[config.mk]
export PLATFORM = sky130hd
export DESIGN_NAME = erl_ctrl
export DESIGN_NICKNAME = d
export VERILOG_FILES = /design/src/design/erl_pkg.sv /design/src/design/erl_ctrl.sv
export SDC_FILE = /design/constraint.sdc
export NUM_CORES = 1
export LEC_CHECK = 0
export ABC_CLOCK_PERIOD_IN_PS = 1150
export BUFFER_PORTS_ARGS = -buffer_cell sky130_fd_sc_hd__clkbuf_2
export CAP_MARGIN = 15
export CORE_AREA = 10 10 47 49
export DETAILED_ROUTE_END_ITERATION = 6
export DIE_AREA = 0 0 57 59
export PLACE_DENSITY = 0.41
export SLEW_MARGIN = 0
export SYNTH_ARGS = -nofsm -noshare
export SYNTH_HDL_FRONTEND = slang
export SYNTH_SLANG_ARGS = --single-unit
[constraint.sdc]
create_clock -name clk -period 1.15 [get_ports clk]
set_clock_uncertainty 0.05 [all_clocks]
set_input_delay 0.23 -clock clk [delete_from_list [all_inputs] [get_ports clk]]
set_output_delay 0.23 -clock clk [all_outputs]
set_load 0.05 [all_outputs]
[src/design/erl_pkg.sv]
`timescale 1ns / 1ps
// ----------------------------------------------------------------------------
// erl_pkg
// Shared types and constants for the enclosing region lookup block.
// ----------------------------------------------------------------------------
package erl_pkg;

  localparam int TABLE_ENTRIES_DEF = 64;
  // Slot field is 6 bits, so no more than this many slots are ever written
  localparam int MAX_SLOTS         = 64;
  localparam int SLOT_W            = 6;
  localparam int SLOT_CMP_W        = SLOT_W + 1;
  localparam int ADDR_W            = 64;

  localparam logic OP_WRITE = 1'b0;
  localparam logic OP_QUERY = 1'b1;

  typedef struct packed {
    logic              op;
    logic [SLOT_W-1:0] entry_index;
    logic [ADDR_W-1:0] entry_base;
    logic [ADDR_W-1:0] entry_size;
    logic              entry_eligible;
    logic [ADDR_W-1:0] query_address;
  } req_t;

  typedef struct packed {
    logic              found;
    logic [SLOT_W-1:0] region_index;
  } rsp_t;

  // controller -> datapath
  typedef struct packed {
    logic wr_en;   // store the accepted write request
    logic start;   // latch query, clear search state
    logic scan;    // read one table slot, advance counter
    logic finish;  // resolve bound, load response register
  } cmd_t;

  // datapath -> controller
  typedef struct packed {
    logic scan_last;  // counter sits on the last slot
    logic rsp_busy;   // response register full and not taken this cycle
  } sts_t;

endpackage

[src/design/erl_ctrl.sv]
`timescale 1ns / 1ps
// ----------------------------------------------------------------------------
// erl_ctrl
// Sequencer: accepts requests, walks the table scan, hands off the response.
// ----------------------------------------------------------------------------
module erl_ctrl
  import erl_pkg::*;
(
  input  logic clk,
  input  logic rst,
  input  logic req_valid,
  input  logic req_op,
  output logic req_ready,
  input  sts_t sts,
  output cmd_t cmd
);

  localparam logic [1:0] ST_IDLE   = 2'd0;
  localparam logic [1:0] ST_SCAN   = 2'd1;
  localparam logic [1:0] ST_DRAIN  = 2'd2;
  localparam logic [1:0] ST_FINISH = 2'd3;

  logic [1:0] state;
  logic [1:0] state_next;

  always_comb begin
    state_next = state;
    req_ready  = 1'b0;
    cmd        = '0;
    case (state)
      ST_IDLE: begin
        req_ready = 1'b1;
        if (req_valid) begin
          if (req_op == OP_QUERY) begin
            cmd.start  = 1'b1;
            state_next = ST_SCAN;
          end else begin
            cmd.wr_en = 1'b1;
          end
        end
      end
      ST_SCAN: begin
        cmd.scan = 1'b1;
        if (sts.scan_last) begin
          state_next = ST_DRAIN;
        end
      end
      // last slot's read data is compared here
      ST_DRAIN: begin
        state_next = ST_FINISH;
      end
      ST_FINISH: begin
        if (!sts.rsp_busy) begin
          cmd.finish = 1'b1;
          state_next = ST_IDLE;
        end
      end
      default: begin
        state_next = ST_IDLE;
      end
    endcase
  end

  always_ff @(posedge clk) begin
    if (rst) begin
      state <= ST_IDLE;
    end else begin
      state <= state_next;
    end
  end

endmodule

==> flow_metrics.tcl, run 1 <==
set metrics [dict create \
    status "finished, violations left" \
    violations "negative setup slack" \
    grt_remaining_overflow 0 \
    grt_max_degree 6 \
    ys_warn_count 0 \
    ctsHtreeMaxLevel 1 \
    cts_num_sinks 2 \
    synthCells 22 \
    drt-wirelength-per-cell_um 10.5 \
    synth_nets 32 \
    io_pins 11 \
    drt-pass1-iter-count 2 \
    numCtsBuffers 3 \
    hold_class "input pin to flop" \
    numPortBuffers 10 \
    pre_cts_ws_ns -0.0788 \
    drcViolationCount 0 \
    reg.largest.list "state: 2 flops" \
    setup_slack_ns -0.240 \
    cellLeakagePower_nw 0.211 \
    netlist_area_um2 190 \
    vias_per_cell 3.82 \
    row_count 14 \
    final_nets 52 \
    multi_input_area_um2 209 \
    start_util_pct 13.6 \
    grt_pass1_vias 248 \
    finalCritPeriodShare_pct 121 \
    critPathKind "flop to output pin" \
    fin_total_pwr_mw 1.37 \
    final_util_pct 34.6 \
    critical_path.startpoint_type "flop" \
    drt_iter0_drc 2 \
    grt_pass1_wl_um 1130 \
    dieArea_um2 3360 \
    drv_cap 0 \
    cp.required_ns 0.87 \
    max_slew_margin_pct 90.2 \
    worst_pin_slew_ns 0.147 \
    design_area_um2 485 \
    fin_cells 56 \
    intPower_uw 805 \
    synth_cell_types 13 \
    routed_wl_um 586 \
    top_register "state" \
    fillers 152 \
    antenna_found_initial 0 \
    grt_util_all_layers_pct 4.36 \
    fmax_mhz 719 \
    finalSetupViolations 7 \
    avgSynthCellArea_um2 8.64 \
    vdd_drop_max_uv 980 \
    yosys_register_bits 2 \
    largest_reg_flops 2 \
    p_sw_share_pct 41.3 \
    clockBufferDepth 2 \
    slew_violations 0 \
    critPathMaxFanout 3 \
    vias 214 \
    path_clk_slew_ns 0.03 \
    ff2ff_setup_slack_ns -0.09 \
    seq_power_share_pct 12.0 \
    worstSkewPairLatency_ns 0.22 \
    synth-seq-area-share_pct 21.1 \
    power_switching_uw 566 \
    root_buffer "clkbuf_4" \
    syn_to_final_growth_pct 155 \
    combPwrFrac_pct 76.8 \
    die_h_um 59 \
    crit_arrival_ns 1.11 \
    hpwlAfterDp_um 477 \
    clkPwrFrac_pct 11.2 \
    finalCriticalPeriod_ns 1.39 \
    p_per_area_nw_per_um2 2820 \
    drtAntennaViolNets 0 \
    gp_congestion 0.622 \
    core_area_um2 1400 \
    n_antenna_cell 0 \
    rsz0062_at_grt "yes" \
    drive_above_1_share_pct 77.5 \
    hold_violations 0 \
    cts_tree "built" \
    hold_ws_ns 0.229 \
    crit_path_end_kind "output pin" \
    die_x_um 57 \
    dpl-instance-area_um2 370 \
    regArea_um2 45.0 \
    fin_tns_setup_ns -1.28 \
    dp_cells 51 \
]
[cells in the final DEF, fill, tap and decap left out]
cell,Yosys,final
clkbuf_4,0,3
clkbuf_16,0,2
ha_1,4,1
buf_4,0,4
a21bo_1,1,1
a31oi_1,1,1
nand2b_4,0,1
nor2_1,2,1
inv_4,0,2
and3_4,1,2
buf_6,0,1
ha_4,0,3
nand2_1,2,1
mux2i_1,1,1
buf_12,0,3
nor2_4,0,1
nand2b_1,3,2
dfxtp_2,0,1
nor2b_4,0,1
dfxtp_4,0,1
clkbuf_2,0,5
o21a_1,1,1
nand2_2,0,1
[routing by layer]
metal  track usage, %  share of wire, %  vias up
met5                0                 0        -
met1             3.79                37       97
met3             2.15                11        0
li1                 -                 -      110
met4             5.03                 0        0
met2             6.82                52        7
[synth_stat cells]
| master | n | area [um2] |
|---|---|---|
| inv_1 | 2 | 7.51 |
| nand2b_1 | 3 | 18.8 |
| nor2b_1 | 1 | 6.26 |
| and3_2 | 1 | 7.51 |
| dfxtp_1 | 2 | 40.0 |
| nor2_1 | 2 | 7.51 |
| mux2i_1 | 1 | 10.0 |
| a31oi_1 | 1 | 6.26 |
| and3_4 | 1 | 11.3 |
| a21bo_1 | 1 | 10.0 |
| o21a_1 | 1 | 7.51 |
| ha_1 | 4 | 50.1 |
| nand2_1 | 2 | 7.51 |
[critical path, cell delays in order, from the launching register on]
cell and delay, ns:
dfxtp_2 0.36, buf_6 0.12, ha_4 0.12, nor2b_4 0.15
buf_12 0.14
[what timing repair did]
item,CTS,global route
endpoints found under the hold margin,0,0
setup endpoints to repair,7,7
resized for setup,14,1
pin swaps,3,3
hold buffers,0,0
buffers inserted,2,0
[final cells by class]
type                       count  area share (%)
tap                           16            4.12
clock buffer                   3            4.64
inverter                       2            2.58
multi-input combinational     18            43.0
sequential                     2            9.28
timing repair buffer          15            36.3
[power by group through the flow]
| stage | Clock [mW] | Sequential [mW] | Combinational [mW] |
|---|---|---|---|
| floorplan | 0 | 0.145 | 0.570 |
| global placement | 0 | 0.138 | 0.763 |
| detailed placement | 0 | 0.140 | 0.768 |
| CTS | 0.166 | 0.161 | 1.06 |
| global route | 0.168 | 0.171 | 1.14 |
| finish | 0.153 | 0.164 | 1.05 |
[kinds of logic after synthesis]
logic type / count (synthesis) / share of synthesized area, %
AOI/OAI and AO/OA: 3 / 12.5
adders and majority gates: 4 / 26.3
buffers and inverters: 2 / 3.95
DFF: 2 / 21.1
muxes: 1 / 5.26
and+or+nand+nor: 10 / 30.9
[path summary, 6_finish.rpt]
| path | startpoint | end | cells past startpoint |
|---|---|---|---|
| worst max-delay path | state[1] | cmd[0] | 4 |
| worst min-delay path | rst | state[0] | 3 |
| worst max register to register | state[1] | state[0] | 5 |
| worst min register to register | state[0] | state[0] | 1 |
Note: power is estimated with default switching activity, not from simulation.
==> run 2, diff against run 1 <==
--- a/config.mk
+++ b/config.mk
@@ -5,13 +5,13 @@
 export SDC_FILE = /design/constraint.sdc
 export NUM_CORES = 1
 export LEC_CHECK = 0
-export ABC_CLOCK_PERIOD_IN_PS = 1150
+export ABC_CLOCK_PERIOD_IN_PS = 1500
 export BUFFER_PORTS_ARGS = -buffer_cell sky130_fd_sc_hd__clkbuf_2
 export CAP_MARGIN = 15
 export CORE_AREA = 10 10 47 49
 export DETAILED_ROUTE_END_ITERATION = 6
 export DIE_AREA = 0 0 57 59
-export PLACE_DENSITY = 0.41
+export PLACE_DENSITY = 0.4
 export SLEW_MARGIN = 0
 export SYNTH_ARGS = -nofsm -noshare
 export SYNTH_HDL_FRONTEND = slang
==> constraint.sdc (replaced) <==
create_clock -name clk -period 1.5 [get_ports clk]
set_clock_uncertainty 0.05 [all_clocks]
set_input_delay 0.3 -clock clk [delete_from_list [all_inputs] [get_ports clk]]
set_output_delay 0.3 -clock clk [all_outputs]
set_load 0.05 [all_outputs]
==> run 2 against run 1 <==
  * The flow now finishes without violations
  * Hold slack better by 0.080 ns
  * Routed wire length is 5.6% higher
  * Die area stayed put
  * Sequential share of layout area is 2.9 points higher
  * Cell area is 24% lower
  * Worst setup slack better by 0.26 ns
  * Non-clock buffer count is 3 lower
  * Core utilization is 8.2 points lower
  * Combinational power is 45% lower
  * Critical path depth stayed put
  * Via count is 2.3% lower
  * Count of clock-buffer cells in the layout stayed put
==> flow_metrics.tcl, run 2 (synthesis results as in run 1) <==
set metrics [dict create \
    ctsHtreeMaxLevel 1 \
    drcViolationCount 0 \
    hold_ws_ns 0.309 \
    antenna_found_initial 0 \
    finalCritPeriodShare_pct 98.8 \
    critical_path.startpoint_type "flop" \
    grt_pass1_wl_um 986 \
    numPortBuffers 10 \
    clkPwrFrac_pct 14.8 \
    hold_class "input pin to flop" \
    grt_remaining_overflow 0 \
    fin_cells 53 \
    combPwrFrac_pct 71.1 \
    crit_path_end_kind "output pin" \
    final_common_cell "clkbuf_2" \
    finalSetupViolations 0 \
    gp_congestion 0.713 \
    die_x_um 57 \
    drtAntennaViolNets 0 \
    cts_tree "built" \
    crit_arrival_ns 1.13 \
    routed_wl_um 619 \
    vias 209 \
    reg.largest.list "state: 2 flops" \
    clockBufferDepth 2 \
    n_antenna_cell 0 \
    power_switching_uw 389 \
    numCtsBuffers 3 \
    grt_max_degree 5 \
    design_area_um2 370 \
    critPathMaxFanout 4 \
    drt-pass1-iter-count 1 \
    p_sw_share_pct 47.7 \
    start_util_pct 13.6 \
    regArea_um2 45.0 \
    worst_pin_slew_ns 0.288 \
    fillers 163 \
    row_count 14 \
    seq_power_share_pct 14.2 \
    io_pins 11 \
    status "finished clean" \
    vdd_drop_max_uv 623 \
    final_nets 49 \
    core_area_um2 1400 \
    largest_reg_flops 2 \
    syn_to_final_growth_pct 94.7 \
    cellLeakagePower_nw 0.173 \
    p_per_area_nw_per_um2 2200 \
    cts_num_sinks 2 \
    hold_violations 0 \
    cp.required_ns 1.15 \
    drv_cap 0 \
    ctsHoldBuffers 0 \
    root_buffer "clkbuf_4" \
    path_clk_slew_ns 0.03 \
    fmax_mhz 675 \
    drt_iter0_drc 0 \
    critPathKind "flop to output pin" \
    r2r.worst_path.cells 6 \
    finalCriticalPeriod_ns 1.48 \
    dieArea_um2 3360 \
    drt-wirelength-per-cell_um 11.7 \
    die_h_um 59 \
    slew_violations 0 \
    dpl-instance-area_um2 280 \
    max_slew_margin_pct 80.9 \
    intPower_uw 426 \
    vias_per_cell 3.94 \
    holdPathStages 3 \
    rsz0062_at_grt "yes" \
    layout_common_cells "7 x clkbuf_2, 3 x nand2b_1, 3 x ha_1, 3 x clkbuf_4" \
    multi_input_area_um2 171 \
    dp_cells 49 \
    fin_total_pwr_uw 815 \
    worstSkewPairLatency_ns 0.23 \
    top_register "state" \
    drive_above_1_share_pct 67.6 \
    grt_util_all_layers_pct 4.06 \
    grt_pass1_vias 246 \
]
==> run 2: cell types whose count changed in the layout (fill, tap and decap cells not counted), sizes merged <==
cell,delta
clkbuf,+1
buf,-4
==> run 2: path summary, 6_finish.rpt <==
path                               start  endpoint  slack (ns)
worst min register to register  state[0]  state[0]        0.47
worst max register to register  state[0]  state[0]        0.12
worst min-delay path                 rst  state[0]        0.31
worst max-delay path            state[0]    cmd[2]        0.02
==> run 2: cell type report <==
| cell class | count | share of cell area (%) |
|---|---|---|
| Multi-Input combinational cell | 18 | 46.3 |
| Timing Repair Buffer | 12 | 27.4 |
| Sequential cell | 2 | 12.2 |
| Clock buffer | 3 | 6.08 |
| Tap cell | 16 | 5.41 |
| Inverter | 2 | 2.70 |
==> run 2: metrics by stage <==
stage	worst slack (ns)	util (%)	TNS (ns)
final	0.0185	26.4	0
after global routing	-0.0273	26.4	-0.0273
after CTS	0.0197	25.7	0
after detailed placement	0.0798	20.0	0
after global placement	0.0929	20.0	0
after floorplan	-0.0298	-	-0.0456
==> run 2: power by group through the flow <==
stage / Clock, mW / Sequential (mW) / Combinational, mW
final: 0.120 / 0.115 / 0.579
after global routing: 0.135 / 0.120 / 0.628
after CTS: 0.132 / 0.107 / 0.567
after detailed placement: 0 / 0.0984 / 0.460
after global placement: 0 / 0.0987 / 0.464
after floorplan: 0 / 0.0958 / 0.370
==> run 2: routing by layer <==
layer | GRT usage, % | share of wire [%]
met4 | 5.03 | 0
met3 | 3.22 | 15
met5 | 0 | 0
met1 | 3.32 | 37
met2 | 5.58 | 48
==> run 2: worst max-delay path, cell delays in order (launching register included) <==
cell and delay [ns]:
dfxtp_4 0.35, inv_4 0.06, ha_4 0.15, and3_4 0.18
clkbuf_16 0.15
==> run 2: what timing repair did <==
item	in CTS	in global routing
buffers inserted	1	0
pin swaps	1	1
setup endpoints to repair	4	3
gates resized for setup	13	5
==> run 3, diff against run 2 <==
--- a/config.mk
+++ b/config.mk
@@ -11,6 +11,8 @@
 export CORE_AREA = 10 10 47 49
 export DETAILED_ROUTE_END_ITERATION = 6
 export DIE_AREA = 0 0 57 59
+export GPL_TIMING_DRIVEN = 0
+export MAX_ROUTING_LAYER = met4
 export PLACE_DENSITY = 0.4
 export SLEW_MARGIN = 0
 export SYNTH_ARGS = -nofsm -noshare
==> run 3 against run 2 <==
  * Combinational power decreased by 6.6%
  * Die area unchanged
  * Clock power about the same
  * Power decreased by 5.8%
  * Routed wire length decreased by 16%
  * Non-clock buffer count decreased by 1
  * Flip-flop and latch count unchanged
  * First-iteration DRC count increased by 3
  * Global-route usage decreased by 0.64 points
  * Core utilization decreased by 1.2 points
  * Count of clock-buffer cells in the layout unchanged
  * Critical path type unchanged
==> flow_metrics.tcl, run 3 (synthesis results as in run 1) <==
set metrics [dict create \
    status "finished clean" \
    cts_num_sinks 2 \
    reg.largest.list "state: 2 flops" \
    drtAntennaViolNets 0 \
    hold_class "input pin to flop" \
    crit_arrival_ns 1.13 \
    start_util_pct 13.6 \
    routed_wl_um 519 \
    cp_num_cells 4 \
    grt_max_degree 6 \
    gp_congestion 0.705 \
    final_common_cell "clkbuf_2" \
    top_register "state" \
    endpoint "cmd[2]" \
    slew_violations 0 \
    drv_cap 0 \
    fmax_mhz 677 \
    hold_violations 0 \
    grt_remaining_overflow 0 \
    ff2ff_setup_slack_ns 0.23 \
    final_util_pct 25.3 \
    cp_slowest_cell "dfxtp_2" \
    numCtsBuffers 3 \
    drcViolationCount 0 \
    pre_cts_ws_ns 0.0769 \
    path_cells "inv_2 > ha_4 > and3_4 > clkbuf_16" \
    clockBufferDepth 2 \
    dp_cells 48 \
    rsz0062_at_grt "yes" \
    crit_family "flip-flops" \
    cellLeakagePower_nw 0.165 \
    p_per_area_nw_per_um2 2170 \
    grt_pass1_wl_um 834 \
    ctsHtreeMaxLevel 1 \
    setup_slack_ns 0.0233 \
    startpoint "state[0]" \
    critPathMaxFanout 5 \
    numPortBuffers 10 \
    drt_iter0_drc 3 \
    vias_per_cell 3.69 \
    critical_path.startpoint_type "flop" \
    drt-wirelength-per-cell_um 9.98 \
    finalSetupViolations 0 \
    max_slew_margin_pct 81.1 \
    critPathMaxStageDelay_ns 0.33 \
    critPathKind "flop to output pin" \
    vias 192 \
    cp.required_ns 1.15 \
    crit_path_end_kind "output pin" \
    syn_to_final_growth_pct 86.2 \
    antenna_found_initial 0 \
    layout_common_cells "7 x clkbuf_2, 3 x nand2b_1, 3 x ha_1, 3 x clkbuf_4" \
    path_clk_slew_ns 0.03 \
    drt-pass1-iter-count 4 \
    finalCriticalPeriod_ns 1.48 \
    die_h_um 59 \
    r2r_start "state[0]" \
    largest_reg_flops 2 \
    dieArea_um2 3360 \
    vdd_drop_max_uv 614 \
    fin_cells 52 \
    grt_util_all_layers_pct 3.42 \
    final_nets 48 \
    n_antenna_cell 0 \
    grt_pass1_vias 197 \
    cts_tree "built" \
    worst_pin_slew_ns 0.284 \
    io_pins 11 \
    root_buffer "clkbuf_4" \
    fin_tns_setup_ns 0 \
    r2r.worst_path.cells 5 \
    die_x_um 57 \
    finalCritPeriodShare_pct 98.4 \
    core_area_um2 1400 \
    critPathBufInv 2 \
    worstSkewPairLatency_ns 0.22 \
    drive_above_1_share_pct 66.7 \
    row_count 14 \
    r2r_end "state[0]" \
]
==> run 3: cell count changes in the layout (fill, tap and decap cells not counted) <==
cell     delta
inv_2       +1
buf_6       -1
dfxtp_2     +1
dfxtp_4     -1
inv_4       -1
==> run 3: cell type report <==
cell class | count | area [um2]
Clock buffer | 3 | 22.5
Fill cell | 157 | 1050
Inverter | 2 | 7.51
Multi-Input combinational cell | 18 | 171
Sequential cell | 2 | 42.5
Tap cell | 16 | 20.0
Timing Repair Buffer | 11 | 90.1
==> run 3: repair_timing <==
action,4_1_cts,5_1_grt
endpoints found under the setup margin,4,3
hold buffers,0,0
pin swaps,1,2
setup buffers,1,0
resized for setup,12,3
==> run 3: routing by layer <==
layer	global-route usage (%)	share of wire, %
met3	4.29	17
met1	3.67	48
met2	3.57	34
met5	-	0
met4	1.01	0
==> run 3: worst min-delay path by stage <==
stage | start | to | slack [ns] | cells after the start
after floorplan | rst | state[0] | 0.40 | 2
after global placement | state[1] | state[1] | 0.48 | 2
after detailed placement | state[1] | state[1] | 0.46 | 2
after CTS | rst | state[0] | 0.29 | 3
after global routing | rst | state[0] | 0.32 | 3
final | rst | state[0] | 0.30 | 3
==> run 3: metrics by stage <==
| stage | hold slack, ns | cell area (um2) | power [mW] |
|---|---|---|---|
| floorplan | 0.405 | 203 | 0.466 |
| global placement | 0.481 | 273 | 0.547 |
| detailed placement | 0.463 | 273 | 0.545 |
| CTS | 0.289 | 350 | 0.765 |
| global route | 0.319 | 354 | 0.826 |
| finish | 0.297 | 354 | 0.768 |
==> run 3: where the power goes <==
part | internal (mW) | switching [mW]
logic | 0.230 | 0.311
clock network | 0.0882 | 0.0291
registers | 0.0820 | 0.0274
total | 0.400 | 0.368
==> run 3: worst min-delay path, stage by stage <==
cell,delay [ns]
clkbuf_2,0.10
a31oi_1,0.04
o21a_1,0.09
